==> config.mk <==
export PLATFORM = sky130hd
export DESIGN_NAME = rest_detect_face_classifier_core
export DESIGN_NICKNAME = d
export VERILOG_FILES = /design/src/rtl/rdfc_pkg.sv /design/src/rtl/rest_detect_face_classifier_core.sv /design/src/rtl/rdfc_dot_lane.sv /design/src/rtl/rdfc_decide.sv
export SDC_FILE = /design/constraint.sdc
export NUM_CORES = 2
export LEC_CHECK = 0
export ABC_CLOCK_PERIOD_IN_PS = 60400
export BUFFER_PORTS_ARGS = -buffer_cell sky130_fd_sc_hd__buf_2
export CORE_AREA = 4 4 536 326
export DETAILED_ROUTE_END_ITERATION = 6
export DIE_AREA = 0 0 540 330
export MAX_ROUTING_LAYER = met4
export PLACE_DENSITY = 0.66
export SKIP_LAST_GASP = 1
export SLEW_MARGIN = 0
export SYNTH_ARGS = -nofsm -noshare
export SYNTH_HDL_FRONTEND = slang
export SYNTH_HIERARCHICAL = 1
export SYNTH_SLANG_ARGS = --single-unit
==> constraint.sdc <==
create_clock -name clk -period 60.4 [get_ports clk]
set_input_delay 12.08 -clock clk [delete_from_list [all_inputs] [get_ports clk]]
set_output_delay 12.08 -clock clk [all_outputs]
set_load 0.03 [all_outputs]
==> src/rtl/rdfc_pkg.sv <==
// shared constants, types and codes for the rest detector and face classifier
// no dependencies; every rtl file refers to this package by scoped names
`timescale 1ns / 1ps

package rdfc_pkg;

  localparam int MAX_FACES   = 8;
  localparam int HISTORY_LEN = 4;

  // field widths
  localparam int VEC_W      = 16;
  localparam int SLOT_W     = 3;
  localparam int BOUND_W    = 32;
  localparam int FACE_CNT_W = 4;
  localparam int FACE_NUM_W = 4;
  localparam int CFG_IDX_W  = 2;

  // serial multiply-accumulate widths
  localparam int P_W       = VEC_W + 2;      // sum of three selected components
  localparam int ACC_W     = P_W + 2;        // running upper part with headroom
  localparam int LO_W      = VEC_W - 1;      // low product bits shifted out
  localparam int DOT_W     = ACC_W + LO_W;
  localparam int BIT_CNT_W = $clog2(VEC_W);

  // face scan
  localparam int SCAN_CNT_W = $clog2(MAX_FACES + 1);
  localparam int FACE_IDX_W = $clog2(MAX_FACES);

  // reset values of the configuration registers
  localparam logic [BOUND_W-1:0]    REST_LOW_RST   = 32'd1310720;
  localparam logic [BOUND_W-1:0]    REST_HIGH_RST  = 32'd1966080;
  localparam logic [FACE_CNT_W-1:0] FACE_COUNT_RST = 4'd6;

  // configuration register indexes
  localparam logic [CFG_IDX_W-1:0] CFG_REST_LOW   = 2'd0;
  localparam logic [CFG_IDX_W-1:0] CFG_REST_HIGH  = 2'd1;
  localparam logic [CFG_IDX_W-1:0] CFG_FACE_COUNT = 2'd2;

  // item kinds
  localparam logic KIND_SAMPLE = 1'b0;
  localparam logic KIND_FACE   = 1'b1;

  typedef struct packed {
    logic signed [VEC_W-1:0] x;
    logic signed [VEC_W-1:0] y;
    logic signed [VEC_W-1:0] z;
  } vec3_t;

  // control for the dot product lanes
  typedef struct packed {
    logic en;
    logic first;
    logic last;
  } lane_ctl_t;

  // control for the rest check and face search
  typedef struct packed {
    logic                  clear;
    logic                  en;
    logic                  active;
    logic [SCAN_CNT_W-1:0] idx;
  } dec_ctl_t;

endpackage

==> src/rtl/rest_detect_face_classifier_core.sv <==
// top level of the rest detector and face classifier: control, history, face table
// depends on rdfc_pkg, rdfc_dot_lane and rdfc_decide
`timescale 1ns / 1ps

// usage
//  input channel (in_valid / in_stall): one transaction per item. kind 0 is an
//  accelerometer sample and yields exactly one result; kind 1 stores a face
//  vector in slot face_slot and yields nothing.
//  result channel (out_valid / out_stall): came_to_rest and face_number, held
//  in an output register until taken.
//  config channel (cfg_valid / cfg_ready): index 0 lower rest bound, 1 upper
//  rest bound, 2 face count; cfg_ready is always high.
//  timing: a sample is accepted, then runs a bit-serial multiply (one sample
//  bit per cycle in every dot product lane), a face search over the first n
//  table entries, where n is the face count saturated to the table size, and
//  a result write. a face item is written to the table when accepted. one
//  item is in work at a time; the next is accepted while the previous result
//  still waits in the output reg. a stalled receiver holds the result; a
//  finished sample then waits until the output register frees up.
//  reset clears the history to zero, the motion flag and the registers to
//  their defaults; face entries are undefined until written.

module rest_detect_face_classifier_core (
  input  logic                                clk,
  input  logic                                rst_n,
  input  logic                                in_valid,
  output logic                                in_stall,
  input  logic                                in_kind,
  input  logic signed [rdfc_pkg::VEC_W-1:0]   in_vec_x,
  input  logic signed [rdfc_pkg::VEC_W-1:0]   in_vec_y,
  input  logic signed [rdfc_pkg::VEC_W-1:0]   in_vec_z,
  input  logic [rdfc_pkg::SLOT_W-1:0]         in_face_slot,
  output logic                                out_valid,
  input  logic                                out_stall,
  output logic                                out_came_to_rest,
  output logic [rdfc_pkg::FACE_NUM_W-1:0]     out_face_number,
  input  logic                                cfg_valid,
  output logic                                cfg_ready,
  input  logic [rdfc_pkg::CFG_IDX_W-1:0]      cfg_index,
  input  logic [rdfc_pkg::BOUND_W-1:0]        cfg_data
);

  typedef enum logic [3:0] {
    ST_IDLE = 4'b0001,
    ST_MUL  = 4'b0010,
    ST_SCAN = 4'b0100,
    ST_DONE = 4'b1000
  } state_t;

  state_t                               state_r, state_nxt;
  logic [rdfc_pkg::BIT_CNT_W-1:0]       bit_cnt_r;
  logic [rdfc_pkg::SCAN_CNT_W-1:0]      scan_cnt_r;
  logic [rdfc_pkg::SCAN_CNT_W-1:0]      n_faces;
  logic                                 scan_end;
  logic                                 in_acc;
  logic                                 out_free;

  logic [rdfc_pkg::BOUND_W-1:0]         rest_low_r;
  logic [rdfc_pkg::BOUND_W-1:0]         rest_high_r;
  logic [rdfc_pkg::FACE_CNT_W-1:0]      face_count_r;

  rdfc_pkg::vec3_t                      samp_r;
  rdfc_pkg::vec3_t                      hist_r [rdfc_pkg::HISTORY_LEN];
  rdfc_pkg::vec3_t                      face_tab_r [rdfc_pkg::MAX_FACES];
  logic                                 was_moving_r;

  logic                                 out_valid_r;
  logic                                 out_rest_r;
  logic [rdfc_pkg::FACE_NUM_W-1:0]      out_face_r;

  rdfc_pkg::lane_ctl_t                  lane_ctl;
  rdfc_pkg::dec_ctl_t                   dec_ctl;
  logic [2:0]                           samp_bits;
  logic signed [rdfc_pkg::DOT_W-1:0]    hist_dot [rdfc_pkg::HISTORY_LEN];
  logic signed [rdfc_pkg::DOT_W-1:0]    face_dot [rdfc_pkg::MAX_FACES];
  logic                                 rest;
  logic [rdfc_pkg::FACE_NUM_W-1:0]      face_num;

  assign in_stall  = (state_r != ST_IDLE);
  assign in_acc    = in_valid && !in_stall;
  assign out_free  = !out_valid_r || !out_stall;
  assign cfg_ready = 1'b1;

  // face count saturated to the table size
  assign n_faces = (32'(face_count_r) > 32'(rdfc_pkg::MAX_FACES)) ?
                   rdfc_pkg::SCAN_CNT_W'(rdfc_pkg::MAX_FACES) :
                   rdfc_pkg::SCAN_CNT_W'(face_count_r);
  assign scan_end = ({1'b0, scan_cnt_r} + (rdfc_pkg::SCAN_CNT_W + 1)'(1)) >=
                    {1'b0, n_faces};

  always_comb begin
    state_nxt = state_r;
    unique case (state_r)
      ST_IDLE: if (in_acc && in_kind == rdfc_pkg::KIND_SAMPLE) state_nxt = ST_MUL;
      ST_MUL:  if (bit_cnt_r == rdfc_pkg::BIT_CNT_W'(rdfc_pkg::VEC_W - 1)) state_nxt = ST_SCAN;
      ST_SCAN: if (scan_end) state_nxt = ST_DONE;
      ST_DONE: if (out_free) state_nxt = ST_IDLE;
      default: state_nxt = ST_IDLE;
    endcase
  end

  always_ff @(posedge clk) begin
    if (!rst_n) begin
      state_r    <= ST_IDLE;
      bit_cnt_r  <= '0;
      scan_cnt_r <= '0;
    end else begin
      state_r <= state_nxt;
      if (state_r == ST_MUL) begin
        bit_cnt_r <= bit_cnt_r + rdfc_pkg::BIT_CNT_W'(1);
      end else begin
        bit_cnt_r <= '0;
      end
      if (state_r == ST_SCAN) begin
        scan_cnt_r <= scan_cnt_r + rdfc_pkg::SCAN_CNT_W'(1);
      end else begin
        scan_cnt_r <= '0;
      end
    end
  end

  // configuration registers
  always_ff @(posedge clk) begin
    if (!rst_n) begin
      rest_low_r   <= rdfc_pkg::REST_LOW_RST;
      rest_high_r  <= rdfc_pkg::REST_HIGH_RST;
      face_count_r <= rdfc_pkg::FACE_COUNT_RST;
    end else if (cfg_valid && cfg_ready) begin
      unique case (cfg_index)
        rdfc_pkg::CFG_REST_LOW:   rest_low_r   <= cfg_data;
        rdfc_pkg::CFG_REST_HIGH:  rest_high_r  <= cfg_data;
        rdfc_pkg::CFG_FACE_COUNT: face_count_r <= cfg_data[rdfc_pkg::FACE_CNT_W-1:0];
        default: ;
      endcase
    end
  end

  // sample rotates one bit per cycle and is whole again after the multiply
  always_ff @(posedge clk) begin
    if (in_acc && in_kind == rdfc_pkg::KIND_SAMPLE) begin
      samp_r <= '{x: in_vec_x, y: in_vec_y, z: in_vec_z};
    end else if (state_r == ST_MUL) begin
      samp_r <= '{x: {samp_r.x[0], samp_r.x[rdfc_pkg::VEC_W-1:1]},
                  y: {samp_r.y[0], samp_r.y[rdfc_pkg::VEC_W-1:1]},
                  z: {samp_r.z[0], samp_r.z[rdfc_pkg::VEC_W-1:1]}};
    end
  end

  assign samp_bits = {samp_r.z[0], samp_r.y[0], samp_r.x[0]};

  always_ff @(posedge clk) begin
    if (in_acc && in_kind == rdfc_pkg::KIND_FACE &&
        32'(in_face_slot) < 32'(rdfc_pkg::MAX_FACES)) begin
      face_tab_r[rdfc_pkg::FACE_IDX_W'(in_face_slot)] <=
        '{x: in_vec_x, y: in_vec_y, z: in_vec_z};
    end
  end

  always_ff @(posedge clk) begin
    if (!rst_n) begin
      for (int i = 0; i < rdfc_pkg::HISTORY_LEN; i++) begin
        hist_r[i] <= '0;
      end
      was_moving_r <= 1'b0;
    end else if (state_r == ST_DONE && out_free) begin
      hist_r[0] <= samp_r;
      for (int i = 1; i < rdfc_pkg::HISTORY_LEN; i++) begin
        hist_r[i] <= hist_r[i-1];
      end
      was_moving_r <= !rest;
    end
  end

  // output register
  always_ff @(posedge clk) begin
    if (!rst_n) begin
      out_valid_r <= 1'b0;
    end else if (state_r == ST_DONE && out_free) begin
      out_valid_r <= 1'b1;
    end else if (!out_stall) begin
      out_valid_r <= 1'b0;
    end
  end

  always_ff @(posedge clk) begin
    if (state_r == ST_DONE && out_free) begin
      out_rest_r <= rest && was_moving_r;
      out_face_r <= face_num;
    end
  end

  assign out_valid        = out_valid_r;
  assign out_came_to_rest = out_rest_r;
  assign out_face_number  = out_face_r;

  assign lane_ctl.en    = (state_r == ST_MUL);
  assign lane_ctl.first = (bit_cnt_r == '0);
  assign lane_ctl.last  = (bit_cnt_r == rdfc_pkg::BIT_CNT_W'(rdfc_pkg::VEC_W - 1));

  assign dec_ctl.clear  = (state_r == ST_MUL) && lane_ctl.last;
  assign dec_ctl.en     = (state_r == ST_SCAN);
  assign dec_ctl.active = (scan_cnt_r < n_faces);
  assign dec_ctl.idx    = scan_cnt_r;

  for (genvar g = 0; g < rdfc_pkg::HISTORY_LEN; g++) begin : g_hist_lane
    rdfc_dot_lane u_lane (
      .clk  (clk),
      .ctl  (lane_ctl),
      .bits (samp_bits),
      .vec  (hist_r[g]),
      .dot  (hist_dot[g])
    );
  end

  for (genvar g = 0; g < rdfc_pkg::MAX_FACES; g++) begin : g_face_lane
    rdfc_dot_lane u_lane (
      .clk  (clk),
      .ctl  (lane_ctl),
      .bits (samp_bits),
      .vec  (face_tab_r[g]),
      .dot  (face_dot[g])
    );
  end

  rdfc_decide u_decide (
    .clk       (clk),
    .rst_n     (rst_n),
    .ctl       (dec_ctl),
    .rest_low  (rest_low_r),
    .rest_high (rest_high_r),
    .hist_dot  (hist_dot),
    .face_dot  (face_dot),
    .rest      (rest),
    .face_num  (face_num)
  );

`ifndef SYNTHESIS
  a_out_from_done: assert property (@(posedge clk) disable iff (!rst_n)
    $rose(out_valid_r) |-> $past(state_r == ST_DONE))
    else $error("result appeared without a finished sample");

  a_mul_length: assert property (@(posedge clk) disable iff (!rst_n)
    (state_r == ST_MUL && state_nxt == ST_SCAN) |->
      bit_cnt_r == rdfc_pkg::BIT_CNT_W'(rdfc_pkg::VEC_W - 1))
    else $error("multiply left before all sample bits were used");

  a_hist_stable: assert property (@(posedge clk) disable iff (!rst_n)
    (state_r != ST_DONE) |=> $stable(hist_r[0]))
    else $error("history changed outside the result cycle");

  a_pulse_clears_motion: assert property (@(posedge clk) disable iff (!rst_n)
    (out_valid_r && out_rest_r) |-> !was_moving_r)
    else $error("came_to_rest pending while motion flag is set");
`endif

endmodule

==> src/rtl/rdfc_dot_lane.sv <==
// one bit-serial dot product lane: sample bits arrive lsb first, one per axis per cycle
// depends on rdfc_pkg
`timescale 1ns / 1ps

module rdfc_dot_lane (
  input  logic                             clk,
  input  rdfc_pkg::lane_ctl_t              ctl,
  input  logic [2:0]                       bits,
  input  rdfc_pkg::vec3_t                  vec,
  output logic signed [rdfc_pkg::DOT_W-1:0] dot
);

  logic signed [rdfc_pkg::ACC_W-1:0] acc_r, acc_nxt;
  logic [rdfc_pkg::LO_W-1:0]         lo_r, lo_nxt;
  logic signed [rdfc_pkg::P_W-1:0]   part;
  logic signed [rdfc_pkg::ACC_W-1:0] base;
  logic signed [rdfc_pkg::ACC_W-1:0] part_ext;
  logic signed [rdfc_pkg::ACC_W-1:0] sum;

  function automatic logic signed [rdfc_pkg::P_W-1:0] sel_ext(
    input logic b, input logic signed [rdfc_pkg::VEC_W-1:0] v);
    logic signed [rdfc_pkg::P_W-1:0] r;
    r = {{(rdfc_pkg::P_W - rdfc_pkg::VEC_W){v[rdfc_pkg::VEC_W-1]}}, v};
    return b ? r : '0;
  endfunction

  always_comb begin
    part = sel_ext(bits[0], vec.x) + sel_ext(bits[1], vec.y) + sel_ext(bits[2], vec.z);
    part_ext = {{(rdfc_pkg::ACC_W - rdfc_pkg::P_W){part[rdfc_pkg::P_W-1]}}, part};
    base = ctl.first ? '0 : acc_r;
    // sign bit of the sample carries negative weight
    sum = ctl.last ? (base - part_ext) : (base + part_ext);
    if (ctl.last) begin
      acc_nxt = sum;
      lo_nxt  = lo_r;
    end else begin
      acc_nxt = sum >>> 1;
      lo_nxt  = {sum[0], lo_r[rdfc_pkg::LO_W-1:1]};
    end
  end

  always_ff @(posedge clk) begin
    if (ctl.en) begin
      acc_r <= acc_nxt;
      lo_r  <= lo_nxt;
    end
  end

  assign dot = {acc_r, lo_r};

endmodule

==> src/rtl/rdfc_decide.sv <==
// rest window check over the history dot products and sequential argmax over face dots
// depends on rdfc_pkg
`timescale 1ns / 1ps

module rdfc_decide (
  input  logic                                clk,
  input  logic                                rst_n,
  input  rdfc_pkg::dec_ctl_t                  ctl,
  input  logic [rdfc_pkg::BOUND_W-1:0]        rest_low,
  input  logic [rdfc_pkg::BOUND_W-1:0]        rest_high,
  input  logic signed [rdfc_pkg::DOT_W-1:0]   hist_dot [rdfc_pkg::HISTORY_LEN],
  input  logic signed [rdfc_pkg::DOT_W-1:0]   face_dot [rdfc_pkg::MAX_FACES],
  output logic                                rest,
  output logic [rdfc_pkg::FACE_NUM_W-1:0]     face_num
);

  logic                                rest_r;
  logic signed [rdfc_pkg::DOT_W-1:0]   best_r, best_nxt;
  logic [rdfc_pkg::FACE_NUM_W-1:0]     face_r, face_nxt;
  logic [rdfc_pkg::HISTORY_LEN-1:0]    in_win;
  logic signed [rdfc_pkg::DOT_W-1:0]   lo_ext, hi_ext;
  logic signed [rdfc_pkg::DOT_W-1:0]   cand;
  logic [rdfc_pkg::SCAN_CNT_W:0]       idx_p1;

  always_comb begin
    lo_ext = $signed({{(rdfc_pkg::DOT_W - rdfc_pkg::BOUND_W){1'b0}}, rest_low});
    hi_ext = $signed({{(rdfc_pkg::DOT_W - rdfc_pkg::BOUND_W){1'b0}}, rest_high});
    for (int i = 0; i < rdfc_pkg::HISTORY_LEN; i++) begin
      in_win[i] = (hist_dot[i] > lo_ext) && (hist_dot[i] < hi_ext);
    end
  end

  always_comb begin
    cand     = face_dot[ctl.idx[rdfc_pkg::FACE_IDX_W-1:0]];
    idx_p1   = {1'b0, ctl.idx} + (rdfc_pkg::SCAN_CNT_W + 1)'(1);
    best_nxt = best_r;
    face_nxt = face_r;
    if (ctl.clear) begin
      best_nxt = '0;
      face_nxt = '0;
    end else if (ctl.en && ctl.active && (cand > best_r)) begin
      // first strictly largest wins, so ties keep the earlier face
      best_nxt = cand;
      face_nxt = rdfc_pkg::FACE_NUM_W'(idx_p1);
    end
  end

  always_ff @(posedge clk) begin
    if (!rst_n) begin
      rest_r <= 1'b0;
    end else if (ctl.en) begin
      rest_r <= &in_win;
    end
  end

  always_ff @(posedge clk) begin
    best_r <= best_nxt;
    face_r <= face_nxt;
  end

  assign rest     = rest_r;
  assign face_num = face_r;

endmodule
== Word-level counts from Yosys, hierarchy flattened ==
Memory sizes are Yosys's and may differ from the RTL's.
Index checks and enable logic that the tools add are counted.

* Flip-flop bits (word level): 595
* Bits in writable memories: 576
* Output and inout port bits: 8
* Memories kept: 2

{| class="wikitable"
|+ Memory list
! name !! depth !! bits a word !! rd ports !! clocked after memory_dff !! write ports !! line !! text
|-
| face_tab_r || 8 || 48 || 8 || 0 || 1 || rest_detect_face_classifier_core.sv:64 || <nowiki>rdfc_pkg::vec3_t face_tab_r [rdfc_pkg::MAX_FACES];</nowiki>
|-
| hist_r || 4 || 48 || 4 || 0 || 4 || rest_detect_face_classifier_core.sv:63 || <nowiki>rdfc_pkg::vec3_t hist_r [rdfc_pkg::HISTORY_LEN];</nowiki>
|}

* Add/sub/neg operators: 51
* Magnitude comparators: 13
* Equality and inequality tests: 13
* Mux-type cells: 95
* Bitwise operators: 7
* Reduce and logical (&&, ||, !) cells: 28

{| class="wikitable"
|+ Operator list
! kind !! count
|-
| 2-to-1 mux 18 bit || 36
|-
| 2-to-1 mux 20 bit || 24
|-
| adder 18 bit || 24
|-
| 2-to-1 mux 48 bit || 6
|-
| adder 20 x 18 -> 20 bit || 12
|-
| subtractor 20 x 18 -> 20 bit || 12
|-
| 2-to-1 mux 19 bit || 12
|-
| greater-than comparator 35 x 33 -> 1 bit || 4
|-
| < comparator 35 x 33 -> 1 bit || 4
|-
| binary-select mux 35 bit (select 3 bit) || 1
|-
| 2-to-1 mux 35 bit || 2
|-
| greater-than comparator 35 bit || 1
|-
| 2-to-1 mux 4 bit || 5
|-
| one-hot mux 4 bit (4 select lines) || 1
|-
| logical AND 1 bit || 12
|-
| AND reduction 2 bit || 6
|-
| adder 4 x 1 -> 4 bit (second input constant) || 2
|-
| equality test 4 bit (second input constant) || 2
|-
| 2-to-1 mux 1 bit || 8
|-
| inequality test 2 bit (second input constant) || 4
|-
| AND reduction 4 bit || 2
|-
| adder 4 x 1 -> 5 bit (second input constant) || 1
|-
| >= comparator 5 x 4 -> 1 bit || 1
|-
| equality test 4 x 1 -> 1 bit (second input constant) || 1
|-
| 17 further kinds || 24
|}

== Longest topological paths before layout ==
* Depth after elaboration: 7
* Mapped depth: 24
* Depth with buffers taken out: 23

== By module ==
The synthesis kept the hierarchy.

{| class="wikitable"
|+ By module, submodules not included
! module !! instances !! cells an instance !! area each (um^2)
|-
| rest_detect_face_classifier_core || 1 || 1315 || 24362.1
|-
| rdfc_dot_lane at g_face_lane[2].u_lane ... || 5 || 510 || 4360.4
|-
| rdfc_dot_lane at g_hist_lane[0].u_lane ... || 3 || 511 || 4370.4
|-
| rdfc_decide || 1 || 1123 || 9987.1
|-
| rdfc_dot_lane at g_face_lane[0].u_lane ... || 2 || 496 || 4319.1
|-
| rdfc_dot_lane at g_hist_lane[3].u_lane || 1 || 466 || 4144.0
|-
| rdfc_dot_lane at g_face_lane[7].u_lane || 1 || 465 || 4095.2
|}

== Least setup slack after synthesis ==
Ideal clock, no wire load.

* Path kind: register -> register
* From: register state_r[1]
* To: register u_decide.face_r (netlist bit u_decide/face_num[1])
* Arrival time: 28.639 ns
* Data required time: 60.272 ns
* Path slack: 31.634 ns
* Cell stages (with the launch flop): 6
* Buffers on the path: 2
* Period minus slack after synthesis: 28.766 ns
* Path through: dfxtp_1 > nor4b_1 > and2_1 > clkbuf_1 > clkbuf_1 > nor2_1

{| class="wikitable"
|+ RTL lines
! item !! line !! text
|-
| start, declared || rest_detect_face_classifier_core.sv:50 || <nowiki>state_t state_r, state_nxt;</nowiki>
|-
| start signal, assigned || rest_detect_face_classifier_core.sv:108 || <nowiki>state_r <= state_nxt;</nowiki>
|-
| end signal, assigned || rdfc_decide.sv:58 || <nowiki>face_r <= face_nxt;</nowiki>
|-
| end, declared || rdfc_decide.sv:19 || <nowiki>logic [rdfc_pkg::FACE_NUM_W-1:0] face_r, face_nxt;</nowiki>
|}

== Worst setup path in the final report ==
* From: register state_r[0]
* To: output port in_stall

* Longest elaborated chain between the ends: 1

{| class="wikitable"
|+ RTL lines
! item !! line !! text
|-
| inequality test 4 x 1 -> 1 bit || rest_detect_face_classifier_core.sv:79 || <nowiki>assign in_stall = (state_r != ST_IDLE);</nowiki>
|-
| end, declared || rest_detect_face_classifier_core.sv:27 || <nowiki>output logic in_stall,</nowiki>
|}

Every way passes these cells.

==> run summary <==
TNS Setup: 0 ns
chip width: 540 um
Worst slew margin: 10.1%
GRT Resource Usage Total: 30.4%
Worst VDD drop: 22.3 uV
largest net degree at the start of global routing: 153
CTS clk-pin slew, worst paths: 0.07 ns
Pwr Density: 25.9 nW/um^2
nets: 9489
Area contributors post-synth: edfxtp_1 (37%), ha_1 (11%), fa_1 (5.0%), nand2_1 (4.7%), xnor2_1 (3.4%)
drt pass-1 iters: 7
top_reg_cell synth: edfxtp_1
CTS tree: done
CP endpoint kind: output port
launching point of the worst reg2reg path: samp_bits[2]
Max Root-Sink Buffers: 3
clock sinks: 1171
vias: 66200
R2R setup slack: 51.31 ns
Worst setup SP type: flop
Post-synth EDFFs: 1049
# IOs: 99
failing checks: DRC
top cells by count, synth: nand2_1 (1081), edfxtp_1 (1049), ha_1 (731)
share of synthesized registers carrying an async set or reset: 0%
Post-route DRC: 16
most common cell in the netlist: nand2_1
Min-Delay Path Class: reg -> reg
Post-Syn Area per Cell: 10.2 sq um
routed len/inst: 24.9 um
placed insts: 10600
CP max FO: 6
Die H: 330 um
CP endpoint: in_stall
share of the synthesized area in the top cell type: 36.6%
row count: 117
ANT nets after route: 0
Design Area, Final: 92600 sq um
latest clock arrival within the worst-skew pair: 0.77 ns
max-slew violations: 0
Critical Path RT: 48.32 ns
layout cells sized above 1: 9.51%
RSZ-0062 raised after global routing: no
Max H-tree Level: 3
Post-CTS Setup Inserts: 0
maxcap violations: 0
Tcrit/Tclk final: 23.3%
Mapped Area: 86100 sq um
pre-CTS WS: 45.71 ns
area of the die: 178000 sq um
Buffers on Ports: 97
vias per cell: 6.11
first-pass GRT wire length: 395000 um
Worst Skew: 0.0403 ns
Static Leak: 37.4 nW
Setup crit start: state_r[0]
status: finished with violations
critical path arrival: 1.97 ns
post-CTS sizing: 0
hold_buf cts: 0
YS warnings: 6
CTS root buf: clkbuf_16
Final setup viols: 0
worst slew pin tran: 1.34 ns
R2R cell count: 21
FMAX: 71.2 MHz
Final GP Congestion: 1.02
Syn-to-layout area delta: 7.54%
final core utilization: 54.7%
DP HPWL: 210000 um
post-synthesis register bit count: 1171
cells after synthesis: 8444
Synth cell types: 123
Mapped Nets: 9482
Initial Util: 50.9%
post-route setup slack: 46.35 ns
vias in the first global route: 60300
post-synthesis sequential area ratio: 39.4%
Layout Cells excl Fill: 10800
Iteration-0 DRC Markers: 8304
TritonCTS buffer count: 114
total gr overflow: 0
RR Endpoint: g_face_lane[3].u_lane/acc_r[18]
Core ar.: 169000 sq um
final hold viol count: 0
initial antenna violation count: 24
crit path time final: 14.05 ns
Yosys top cell by area: edfxtp_1
total length of routed wires: 269000 um
Worst Setup Path Type: reg -> out
Post-DP Area: 88700 sq um
-- cell usage in the layout (no fill, tap or decap), types with 109 or more instances in the layout --
cell type and n:
fa_1 216, nand3_1 158, nand2_1 1080, ha_1 731, xnor2_1 333, mux2_2 194
nor2_1 458, inv_1 651, clkbuf_16 121, dfxtp_1 119, xor2_1 161, a211oi_1 124
nor2b_1 289, o21ai_0 252, nor3_1 117, a21o_1 109, a21oi_1 455, edfxtp_1 1049
and3_1 226
-- power breakdown --
group          internal, W  switching, W
Combinational     0.000263      0.000439
Clock             0.000420      0.000340
Sequential        0.000917     0.0000159
-- flip-flops by register name, summed over array words and instances (netlist names), 32 cells and up --
name,flops
g_face_lane.u_lane/lo_r,120
g_face_lane.u_lane/acc_r,160
rest_high_r,32
g_hist_lane.u_lane/acc_r,80
samp_r,45
rest_low_r,32
hist_r,192
g_hist_lane.u_lane/lo_r,60
face_tab_r,384
u_decide/best_r,35
-- through the flow --
step,hold WS (ns),total power (W)
after CTS,0.444,0.00239
after floorplan,0.408,0.00144
after detailed placement,0.428,0.00163
final,0.443,0.00239
after global routing,0.452,0.00250
after global placement,0.424,0.00161
-- final cells by class --
type / count / area [sq um]
Sequential cell: 1171 / 34000
Antenna cell: 23 / 57.6
Clock inverter: 80 / 811
Multi-Input combinational cell: 6343 / 48400
Inverter: 654 / 2450
Tap cell: 2261 / 2830
Timing Repair Buffer: 167 / 1040
Fill cell: 14700 / 76600
Clock buffer: 136 / 3090
-- worst min path at each step --
stage | to | cells past startpoint | startpoint
2_1_floorplan | out_face_number[1] | 0 | u_decide/face_num[1]
3_3_place_gp | g_face_lane[6].u_lane/lo_r[11] | 0 | g_face_lane[6].u_lane/lo_r[12]
3_5_place_dp | g_face_lane[2].u_lane/lo_r[11] | 0 | g_face_lane[2].u_lane/lo_r[12]
4_1_cts | g_face_lane[5].u_lane/lo_r[9] | 0 | g_face_lane[5].u_lane/lo_r[10]
5_1_grt | g_face_lane[2].u_lane/lo_r[13] | 0 | g_face_lane[2].u_lane/lo_r[14]
6_report | g_face_lane[2].u_lane/lo_r[11] | 0 | g_face_lane[2].u_lane/lo_r[12]
-- worst max-delay path: stages (launching register included) --
cell     delay (ns)
dfxtp_1        0.47
nor4b_4        0.42
inv_1          0.12
buf_2          0.20
-- routing by layer --
layer	vias up	share of wire (%)	track usage [%]	wire length, um
met5	-	0	-	0
met4	0	1.3	4.02	3620
met3	218	15	13.1	41200
met2	3096	36	35.8	95800
met1	32300	48	47.4	129000
li1	30600	-	-	-
-- kinds of logic (layout without fill, tap and decap cells) --
group / Yosys count / count (layout) / share of synthesized area [%]
DFF: 1171 / 1171 / 39.4
adders and majority gates: 947 / 947 / 15.6
AOI/OAI and AO/OA: 1685 / 1685 / 13.4
muxes: 319 / 319 / 5.01
and+or+nand+nor: 2893 / 2893 / 16.9
other: 1 / 24 / 0.00435
xor gates and xnor gates: 498 / 498 / 5.12
buffers and inverters: 930 / 1037 / 4.54
No activity file was read; power rests on OpenSTA's default activity.
